[src/sv/mmv_pkg.sv]
// Package for the mean/variance/min/max unit: widths, payload types and control structs.
// No dependencies.
`timescale 1ns / 1ps
`default_nettype none
package mmv_pkg;
  localparam int MaxItems     = 65535;
  localparam int ValueWidth   = 24;
  localparam int FractionBits = 8;
  localparam int NumChannels  = 6;
  localparam int ChanW        = 3;
  localparam int CountW       = 16;
  localparam int SumW         = 40;
  localparam int SqW          = 64;
  localparam int NumW         = SqW + CountW + FractionBits;  // numerator of variance
  localparam int DenW         = 2 * CountW;
  localparam int DivSteps     = NumW;
  localparam int StepW        = 7;

  typedef struct packed {
    logic [23:0] inter_arrival;
    logic [23:0] service_time;
    logic [23:0] arrival_time;
    logic [23:0] begin_service;
    logic [23:0] end_service;
    logic [23:0] queue_length;
    logic        final_record;
  } in_item_t;

  typedef struct packed {
    logic [2:0]  channel;
    logic [31:0] mean_value;
    logic [55:0] variance_value;
    logic [23:0] minimum;
    logic [23:0] maximum;
    logic [15:0] record_count;
    logic        dropped_flag;
    logic        last_of_run;
  } out_item_t;

  typedef enum logic [2:0] {
    OP_NONE, OP_LOAD, OP_MUL_A, OP_MUL_B, OP_DIV_INIT, OP_DIV_STEP, OP_EMIT
  } dp_op_t;

  typedef struct packed {
    logic              accum;     // accumulate the input item
    logic              clear;     // return statistics to reset
    dp_op_t            op;
    logic [ChanW-1:0]  chan;
    logic              var_div;   // 1 = variance division, 0 = mean division
  } dp_cmd_t;

  typedef struct packed {
    logic div_done;
  } dp_stat_t;
endpackage
`default_nettype wire

[src/sv/mmv_control.sv]
// Controller: takes items, sequences the report over six channels.
// Uses mmv_pkg.
`timescale 1ns / 1ps
`default_nettype none
module mmv_control (
  input  wire logic              clk,
  input  wire logic              rst_n,
  input  wire logic              start,
  input  wire logic              final_record,
  input  wire mmv_pkg::dp_stat_t stat,
  output logic                   busy,
  output mmv_pkg::dp_cmd_t       cmd,
  output logic                   out_valid
);
  typedef enum logic [3:0] {
    S_IDLE, S_LOAD, S_MUL_A, S_MUL_B, S_MDIV_INIT, S_MDIV, S_VDIV_INIT, S_VDIV,
    S_EMIT, S_CLEAR
  } state_t;

  state_t                   state_r, state_nxt;
  logic [mmv_pkg::ChanW-1:0] chan_r, chan_nxt;
  logic                     out_valid_nxt;

  wire logic take = start && !busy;

  always_comb begin
    state_nxt     = state_r;
    chan_nxt      = chan_r;
    out_valid_nxt = 1'b0;
    cmd           = '0;
    cmd.chan      = chan_r;
    cmd.accum     = take;
    unique case (state_r)
      S_IDLE: if (take && final_record) begin
        state_nxt = S_LOAD;
        chan_nxt  = '0;
      end
      S_LOAD: begin
        cmd.op    = mmv_pkg::OP_LOAD;
        state_nxt = S_MUL_A;
      end
      S_MUL_A: begin
        cmd.op    = mmv_pkg::OP_MUL_A;
        state_nxt = S_MUL_B;
      end
      S_MUL_B: begin
        cmd.op    = mmv_pkg::OP_MUL_B;
        state_nxt = S_MDIV_INIT;
      end
      S_MDIV_INIT: begin
        cmd.op    = mmv_pkg::OP_DIV_INIT;
        state_nxt = S_MDIV;
      end
      S_MDIV: begin
        cmd.op = stat.div_done ? mmv_pkg::OP_NONE : mmv_pkg::OP_DIV_STEP;
        if (stat.div_done) state_nxt = S_VDIV_INIT;
      end
      S_VDIV_INIT: begin
        cmd.op      = mmv_pkg::OP_DIV_INIT;
        cmd.var_div = 1'b1;
        state_nxt   = S_VDIV;
      end
      S_VDIV: begin
        cmd.var_div = 1'b1;
        cmd.op      = stat.div_done ? mmv_pkg::OP_EMIT : mmv_pkg::OP_DIV_STEP;
        if (stat.div_done) state_nxt = S_EMIT;
      end
      S_EMIT: begin
        out_valid_nxt = 1'b0;
        if (chan_r == mmv_pkg::ChanW'(mmv_pkg::NumChannels - 1)) begin
          state_nxt = S_CLEAR;
        end else begin
          chan_nxt  = chan_r + 1'b1;
          state_nxt = S_LOAD;
        end
      end
      S_CLEAR: begin
        cmd.clear = 1'b1;
        state_nxt = S_IDLE;
      end
      default: state_nxt = S_IDLE;
    endcase
    if (state_r == S_VDIV && stat.div_done) out_valid_nxt = 1'b1;
  end

  assign busy = (state_r != S_IDLE);

  always_ff @(posedge clk) begin
    if (!rst_n) begin
      state_r   <= S_IDLE;
      chan_r    <= '0;
      out_valid <= 1'b0;
    end else begin
      state_r   <= state_nxt;
      chan_r    <= chan_nxt;
      out_valid <= out_valid_nxt;
    end
  end
endmodule
`default_nettype wire

[config.mk]
export PLATFORM = sky130hd
export DESIGN_NAME = mmv_control
export DESIGN_NICKNAME = d
export VERILOG_FILES = /design/src/sv/mmv_pkg.sv /design/src/sv/mmv_control.sv
export SDC_FILE = /design/constraint.sdc
export NUM_CORES = 1
export LEC_CHECK = 0
export ABC_AREA = 1
export BUFFER_PORTS_ARGS = -buffer_cell sky130_fd_sc_hd__buf_2
export CORE_AREA = 5 5 42 44
export CTS_CLUSTER_DIAMETER = 200
export DETAILED_ROUTE_END_ITERATION = 10
export DIE_AREA = 0 0 47 49
export PLACE_DENSITY = 0.66
export SYNTH_ARGS = -nofsm -noshare
export SYNTH_HDL_FRONTEND = slang
export SYNTH_SLANG_ARGS = --single-unit
[constraint.sdc]
create_clock -name clk -period 1 [get_ports clk]
set_input_delay 0.05 -clock clk [delete_from_list [all_inputs] [get_ports clk]]
set_output_delay 0.05 -clock clk [all_outputs]
set_load 0.02 [all_outputs]
---- Word level (Yosys, flattened, before mapping) ----
Index checks and enable logic that the tools add are counted.
operators by class
  reduce and logical (&&, ||, !) cells .... 11
  shift operators ......................... 0
  multipliers ............................. 0
  mux-type cells .......................... 14
  bitwise operators ....................... 0
  $add $sub $neg .......................... 1
  div/mod/pow operators ................... 0
  equality and inequality tests ........... 14
  $lt $le $gt $ge ......................... 0
operators by type and width
  kind                                           count
  one-hot mux 4 bit (9 select lines)             1
  one-hot mux 3 bit (6 select lines)             1
  == test 4 x 3 -> 1 bit, second input constant  4
  2-to-1 mux 4 bit                               4
  2-to-1 mux 3 bit                               3
  == test 4 x 2 -> 1 bit, second input constant  2
  == test 4 bit, second input constant           2
  != test 2 bit, second input constant           4
  one-hot mux 3 bit (2 select lines)             1
  AND reduction 3 bit                            2
  == test 4 x 1 -> 1 bit, second input constant  1
  logical NOT 4 bit                              1
  nonzero test 4 bit                             1
  OR reduction 2 bit                             2
  adder 3 x 1 -> 3 bit, second input constant    1
  == test 3 bit, second input constant           1
  logical AND 1 bit                              3
  2-to-1 mux 1 bit                               3
  2-to-1 mux 2 bit                               1
  nonzero test 2 bit                             1
  logical NOT 1 bit                              1
storage, ports and cells
  memory bits (read-only) ................. 0
  memories kept ........................... 0
  register bits after elaboration ......... 8
  bits in writable memories ............... 0
  input bits .............................. 5
  output and inout port bits .............. 11
  latch bits .............................. 0
  word-level logic and storage cells ...... 43

---- Logic depth before layout (Yosys ltp) ----
Gate-level depths: netlist (run 1).
  word-level depth ........................ 6
  mapped depth ............................ 8
  mapped depth without buffers ............ 8

---- Worst setup path after synthesis (run 1) ----
No wires, ideal clock.
  path kind ............................... register to register
  from .................................... register chan_r[1] in the netlist's numbering
  to ...................................... register chan_r[0] in the netlist's numbering
  arrival ................................. 1,102 ps
  setup time .............................. 121 ps
  setup slack ............................. -223 ps
  cell stages (with the launch flop) ...... 9
  period minus slack after synthesis ...... 1,223 ps
  required time ........................... 879 ps
  path buffers ............................ 0
  cells stage by stage .................... dfxtp_1 -> inv_1 -> ha_1 -> nand2_1 -> inv_1 -> nand3_1 -> nand3_1 -> nand2_1 -> a21oi_1
between the ends
  cells in the longest elaborated chain, start to end .. 3
RTL lines
  what                                  RTL line           RTL
  from (decl)                           mmv_control.sv:21  logic [mmv_pkg::ChanW-1:0] chan_r, chan_nxt;
  from (signal assigned)                mmv_control.sv:95  chan_r <= chan_nxt;
  == test 3 bit                         mmv_control.sv:70  if (chan_r == mmv_pkg::ChanW'(mmv_pkg::NumChannels - 1)) begin
  != test 2 bit (no source line)        n/a
  AND reduction 3 bit (no source line)  n/a
No other way between the ends.
A chain may end at the register's enable or synchronous reset.

---- Worst setup path after layout (run 1) ----
  from .................................... register state_r[0]
  to ...................................... register state_r[1]
between the ends
  cells in the longest elaborated chain, start to end .. 6
  elaborated cells between the ends (all ways) .. 18
  classes of those cells .................. eq/ne (11); mux (1); reduce/logical (6)
RTL lines
  what                                  RTL line           RTL
  from (decl)                           mmv_control.sv:20  state_t state_r, state_nxt;
  from (signal assigned)                mmv_control.sv:94  state_r <= state_nxt;
  nonzero test 4 bit                    mmv_control.sv:86  assign busy = (state_r != S_IDLE);
  logical NOT 1 bit                     mmv_control.sv:24  wire logic take = start && !busy;
  logical AND 1 bit                     mmv_control.sv:24
  logical AND 1 bit                     mmv_control.sv:34  S_IDLE: if (take && final_record) begin
  != test 2 bit (no source line)        n/a
  AND reduction 3 bit (no source line)  n/a
Several ways; a longest one is shown, not always the timed one.

==> metrics.md, run 1 <==
| Metric | Value |
|---|---|
| Crit end category | `register` |
| Layout cells sized above 1 | `0.734` |
| PnR worst setup slack | `-348 ps` |
| Worst-path maximum fanout | `4` |
| Clock Skew | `21.0 ps` |
| Final Hold Fails | `0` |
| Via-to-Cell Ratio | `slightly below 5` |
| F_max | `742 MHz` |
| DP Wirelength | `~1.2 mm` |
| Largest net degree at the start of global routing | `8` |
| Ports | `16` |
| Seq pwr share | `0.333` |
| Die Height | `around 49 µm` |
| Initial Util | `0.376` |
| Synth Warn # | `0` |
| Row count | `14` |
| Area growth, synth to finish | `113%` |
| Die ar. | `2300 µm²` |
| Ant diodes | `0` |
| Clock latency on the worst-skew pair | `270 ps` |
| Leak | `a little over 0.5 nW` |
| Hold Path End | `state_r[1]` |
| Vias in the first global route | `between 700 and 800` |
| Root Driver | `clkbuf_4` |
| Combinational share of power | `0.375` |
| Drt drc | `0` |
| Final setup fails | `15` |
| Cell taking the most area after synthesis | `dfxtp_1` |
| Wirelength per Cell | `15.1 µm` |
| Distinct cell type count after synthesis | `17` |
| Top post-synthesis cells by area | `dfxtp_1 30%, nand2_1 11%, inv_1 11%` |
| Worst rel slew slack | `0.791` |
| Reg2reg setup slack | `-350 ps` |
| Crit path launch type | `register` |
| Setup_tns | `-4080 ps` |
| Post-Syn Area | `about 530 µm²` |
| CTS Buffer Depth | `2` |
| Reg2Reg Depth | `8` |
| GR Overflow Total | `0` |
| CTS buffer count | `3` |
| Number of synthesized flops with an enable pin | `0` |
| Hold Crit Depth | `4` |
| Worst hold start | `stat` |
| Tot GR Track Use | `0.199` |
| PortBufs | `15` |
| WP data required | `1150 ps` |
| Final GP Congestion | `~0.87` |
| Pwr per Cell Area | `about 860 nW/µm²` |
| Synth top area share | `0.304` |
| Internal power | `roughly 640 µW` |
| Switching share of power | `0.341` |
| Total core area | `approximately 1400 µm²` |
| Final ANT Viol Nets | `0` |
| Clk sink count | `8` |
| Clk pwr share | `0.292` |
| Status | `finished with violations` |
| 1st-iter DRT viols | `12` |
| Detailed Routing Iterations Pass 1 | `4` |
| Reg-to-Reg End | `state_r[1]` |
| Synth Flop Type | `dfxtp_1` |
| Antenna violations before repair | `0` |
| RSZ-0062 raised after global routing | `yes` |
| Via count | `700` |
| Sequential fraction of the synthesis area | `0.304` |
| HP Class | `input pin to register` |
| Clk slew on worst S/H paths | `70 ps` |
| Global-route wire length before repair | `3.33 mm` |
| FFs w/ async S/R, synth | `0` |
| Failing checks | `negative setup slack` |
| Setup CP Type | `register to register` |
| Die W | `~47 µm` |
| DRT Wirelength | `~2.2 mm` |
| Psw | `~330 µW` |
| Final Max Slew Viols | `0` |
| Synthesized net count | `90` |
| Worst Tran Pin Value | `about 310 ps` |
| Cell with the most instances after synthesis | `nand2_1` |
| Fin crit period | `between 1000 and 1500 ps` |
| Synthesis-stage register bit count | `8` |
| CP arrival | `1500 ps` |
| Mapped Cells | `between 80 and 90` |
| Mapped Avg Cell Area | `around 6.3 µm²` |
| CTS tree | `yes` |
| Reg2reg start | `state_r[0]` |
| Post-synth top cells | `16 x nand2_1, 15 x inv_1, 9 x nor2_1` |
| Period utilisation layout | `1.35` |
| Worst vdd ir | `approximately 0.00080 V` |
| Pre-CTS setup slack | `-148 ps` |
| Maxcap violations | `0` |
| Nets | `about 140` |
| Finished Cell Area | `1120 µm²` |
| H-tree depth | `1` |
| Placed Area | `781 µm²` |
## per-stage QoR
stage	std cells	hold slack, ps	total power [mW]	utilization
floorplan	83	164	0.461	-
global route	144	209	1.02	0.802
global placement	126	286	0.515	0.557
finish	144	184	0.972	0.802
detailed placement	126	287	0.518	0.557
CTS	142	139	0.907	0.738
## power by group through the flow
stage	registers [mW]	clock network [mW]	logic (mW)
2_1_floorplan	0.335	0	0.126
3_3_place_gp	0.333	0	0.183
3_5_place_dp	0.333	0	0.185
4_1_cts	0.322	0.287	0.298
5_1_grt	0.325	0.306	0.385
6_report	0.324	0.284	0.364
## state kept, by name, summed over array words and instances (netlist names)
signal     count
state_r        4
chan_r         3
out_valid      1
## worst max-delay path by stage
stage / from / to / slack [ps] / cells past startpoint
after floorplan: chan_r[1] / chan_r[0] / -80 / 7
after CTS: state_r[0] / cmd[8] / -280 / 5
after global placement: chan_r[1] / chan_r[0] / -100 / 7
after global routing: state_r[0] / state_r[1] / -400 / 8
final: state_r[0] / state_r[1] / -350 / 8
after detailed placement: state_r[1] / chan_r[0] / -150 / 5
## layout by cell type (no fill, tap or decap), types with 3 or more instances in the layout
cell type | netlist | routed
buf_4 | 1 | 17
buf_6 | 0 | 16
inv_1 | 15 | 10
nand2_1 | 16 | 9
buf_2 | 0 | 7
nand2_2 | 1 | 6
nand3_2 | 2 | 6
nor2_1 | 9 | 6
inv_2 | 3 | 5
a21oi_2 | 1 | 5
nor2_4 | 1 | 4
dfxtp_4 | 0 | 4
inv_4 | 0 | 3
o21ai_2 | 0 | 3
nor2_2 | 3 | 3
clkbuf_4 | 0 | 3
## area by class of cell
type	instances	area, µm²
Multi-Input combinational cell	56	452
Inverter	18	75.1
Timing Repair Buffer	42	373
Clock buffer	4	26.3
Tap cell	16	20.0
Sequential cell	8	178
Fill cell	90	278
## worst max-delay path, cell delays in order, from the launching register on
cell and delay (ps):
dfxtp_2 350, buf_12 130, nor2_4 180, buf_6 140, nand3_4 90, nand2_4 100
inv_4 50, a21oi_2 130, nor2_1 60
## what timing repair did
action / in CTS / in global routing
gates resized for setup: 37 / 23
hold endpoints to repair: 1 / 0
hold buffers: 1 / 0
pin swaps: 13 / 7
endpoints found under the setup margin: 15 / 15
buffers inserted: 11 / 5
## cells by family after synthesis
| group | after synthesis | share of synthesized area |
|---|---|---|
| and+or+nand+nor | 41 | 0.371 |
| AOI/OAI and AO/OA | 13 | 0.135 |
| DFF | 8 | 0.304 |
| buffers and inverters | 19 | 0.143 |
| adders and majority gates | 2 | 0.0475 |
## layer usage
layer / part of all wire / track usage / up-vias
met5: 0 / 0 / -
met4: 0.020 / 0.0599 / 0
met3: 0.032 / 0.0480 / 6
met2: 0.55 / 0.369 / 17
met1: 0.39 / 0.205 / 328
li1: - / - / 349
Power figures use the tool's default switching activity.
==> run 2: changes to the inputs <==
--- a/config.mk
+++ b/config.mk
@@ -5,12 +5,12 @@
 export SDC_FILE = /design/constraint.sdc
 export NUM_CORES = 1
 export LEC_CHECK = 0
-export ABC_AREA = 1
 export BUFFER_PORTS_ARGS = -buffer_cell sky130_fd_sc_hd__buf_2
-export CORE_AREA = 5 5 42 44
+export CORE_AREA = 2 2 39 41
 export CTS_CLUSTER_DIAMETER = 200
 export DETAILED_ROUTE_END_ITERATION = 10
-export DIE_AREA = 0 0 47 49
+export DIE_AREA = 0 0 41 43
+export MAX_ROUTING_LAYER = met4
 export PLACE_DENSITY = 0.66
 export SYNTH_ARGS = -nofsm -noshare
 export SYNTH_HDL_FRONTEND = slang
==> run 2 against run 1 <==
The run still ends with negative setup slack left. Cell count shrank 22%. First-iteration DRC count fell by 17%. Worst setup slack worse by 77 ps. Flip-flop and latch count is the same. Clock skew down 15 ps. Utilization is 15 points lower. Combinational power decreased by 26%. Critical path type is now register to output port. Largest power group is now sequential cells.
==> metrics.md, run 2 <==
| Metric | Value |
|---|---|
| Synth Flop Type | `dfxtp_1` |
| Synth Area in Compound Gates | `0.221` |
| Detailed Routing Iterations Pass 1 | `4` |
| Setup CP Type | `register to output port` |
| Maxcap violations | `0` |
| CTS tree | `yes` |
| Tot GR Track Use | `0.176` |
| PortBufs | `15` |
| Pwr Total | `a little under 900 µW` |
| Final Hold Fails | `0` |
| Post-Synth XOR/XNOR Area | `0` |
| Post-synthesis simple-gate area fraction | `0.319` |
| Mapped Cells | `between 60 and 70` |
| Synth top area share | `0.298` |
| Internal power | `between 600 and 700 µW` |
| F_max | `between 700 and 800 MHz` |
| WP data required | `950 ps` |
| Fin crit period | `roughly 1400 ps` |
| Final Max Slew Viols | `0` |
| Ant diodes | `0` |
| Failing checks | `negative setup slack` |
| Clk sink count | `8` |
| Final ANT Viol Nets | `0` |
| Row count | `14` |
| Mapped Avg Cell Area | `8.13 µm²` |
| Hold_buf cts | `0` |
| H-tree depth | `1` |
| Clk slew on worst S/H paths | `approximately 60 ps` |
| CP max-delay cell | `or4_4` |
| Die Height | `between 40 and 50 µm` |
| Die ar. | `between 1500 and 2000 µm²` |
| Finished Cell Area | `approximately 900 µm²` |
| Seq pwr share | `0.390` |
| Largest net degree at the start of global routing | `9` |
| Global-route wire length before repair | `slightly above 2 mm` |
| Leak | `between 0.3 and 0.4 nW` |
| Psw | `262 µW` |
| Sequential fraction of the synthesis area | `0.298` |
| Most frequent cells in the layout | `17 x buf_4, 9 x buf_2, 5 x inv_1, 5 x a21oi_1, 5 x dfxtp_4` |
| Top reg by flops | `state_r` |
| Synth Warn # | `0` |
| Top post-synthesis cells by area | `dfxtp_1 30%, a21oi_1 6.5%, ha_1 4.7%` |
| RSZ-0062 raised after global routing | `yes` |
| Final GP Congestion | `around 0.73` |
| Crit end category | `output port` |
| Area growth, synth to finish | `68.5%` |
| Worst Tran Pin Value | `a little under 400 ps` |
| Clk pwr share | `0.302` |
| Synthesized net count | `between 70 and 80` |
| CTS buffer count | `3` |
| Final setup fails | `14` |
| GR Overflow Total | `0` |
| Placed Area | `729 µm²` |
| DRT Wirelength | `~1.4 mm` |
| Total core area | `1380 µm²` |
| Clock Skew | `between 6 and 7 ps` |
| Largest registers | `state_r x4, chan_r x3, out_valid x1` |
| Worst vdd ir | `0.000657 V` |
| Worst hold margin | `a little over 60 ps` |
| Worst rel slew slack | `0.734` |
| Crit path launch type | `register` |
| Multiplexer area fraction after synthesis | `0` |
| Post-Synth Adder-Cell Area | `0.0466` |
| Layout cells sized above 1 | `0.604` |
| Main combinational cell family by area after synthesis | `simple AND/OR/NAND/NOR gates` |
| DP Wirelength | `936 µm` |
| CP arrival | `around 1400 ps` |
| PnR worst setup slack | `-425 ps` |
| Cell with the most instances after synthesis | `dfxtp_1` |
| HP Class | `input pin to register` |
| Combinational share of power | `0.307` |
| Switching share of power | `0.301` |
| Commonest non-fill, non-tap cell in the layout | `buf_4` |
| Via count | `~590` |
| Via-to-Cell Ratio | `between 5 and 6` |
| Peak per-stage delay on the critical path | `560 ps` |
| Pwr per Cell Area | `approximately 960 nW/µm²` |
| Period utilisation layout | `1.43` |
| Nets | `between 100 and 150` |
| Fillers | `around 110` |
| Cell taking the most area after synthesis | `dfxtp_1` |
| CTS Buffer Depth | `2` |
| 1st-iter DRT viols | `10` |
| Cell Chain, Critical Path | `or4_4 > nor2_4 > buf_6` |
| Max reg flops | `4` |
| Status | `finished with violations` |
| Initial Util | `0.388` |
| Number of synthesized flops with an enable pin | `0` |
| FFs w/ async S/R, synth | `0` |
| Vias in the first global route | `504` |
| Post-Syn Area | `537 µm²` |
| Post-synth top cells | `8 x dfxtp_1, 7 x a21oi_1, 6 x inv_1, 6 x nor2_1` |
| Drt drc | `0` |
| Die W | `41 µm` |
| Distinct cell type count after synthesis | `28` |
| Synthesis-stage register bit count | `8` |
| Worst-path maximum fanout | `3` |
| Root Driver | `clkbuf_4` |
| Antenna violations before repair | `0` |
| Clock latency on the worst-skew pair | `roughly 250 ps` |
| Ports | `16` |
| Wirelength per Cell | `approximately 13 µm` |
## run 2: path summary, 6_finish.rpt
kind | startpoint | endpoint | slack [ps] | cells past startpoint
min reg2reg | chan_r[2] | state_r[3] | 580 | 2
max reg2reg | state_r[0] | chan_r[0] | -310 | 5
max | state_r[2] | cmd[8] | -430 | 3
min | rst_n | state_r[1] | 60 | 3
## run 2: what timing repair did
action                     4_1_cts  5_1_grt
buffers inserted                 3        0
pin swaps                        8        3
setup endpoints to repair       15       15
gates resized for setup         20       12
## run 2: critical path, delay by kind of cell (launching register included)
kind	cells	cell delay [ps]
simple gates	2	660
buf+inv	1	120
flops	1	340
## run 2: cells by family (layout without fill, tap and decap cells)
family	after synthesis	in the layout
and+or+nand+nor	27	27
buffers and inverters	11	41
DFF	8	8
adders and majority gates	2	2
AOI/OAI and AO/OA	18	18
## run 2: layout make-up
cell class	count	area [µm²]	share of cell area
well taps	16	20.0	0.0221
repair buffers	31	241	0.267
multi-input cells	47	414	0.458
inverters	6	22.5	0.0249
flip-flops and latches	8	180	0.199
clock buffers	4	26.3	0.0290
## run 2: power by group through the flow
stage          Combinational [mW]  Sequential, mW  Clock, mW
2_1_floorplan               0.145           0.340          0
3_3_place_gp                0.196           0.349          0
3_5_place_dp                0.196           0.350          0
4_1_cts                     0.233           0.338      0.275
5_1_grt                     0.286           0.341      0.285
6_report                    0.268           0.340      0.263
## run 2: metal layers
layer	global-route usage	vias to the layer above	share of wire
met4	0.0600	0	0
li1	-	296	-
met2	0.231	15	0.49
met3	0.0785	0	0.044
met5	-	-	0
met1	0.236	282	0.47
## run 2: stage by stage
stage / worst slack, ps / utilization / TNS (ps) / instances
2_1_floorplan: -220 / - / -849 / 66
3_3_place_gp: -184 / 0.527 / -1460 / 105
3_5_place_dp: -201 / 0.527 / -1540 / 105
4_1_cts: -438 / 0.612 / -3600 / 112
5_1_grt: -470 / 0.654 / -4490 / 112
6_report: -425 / 0.654 / -3820 / 112
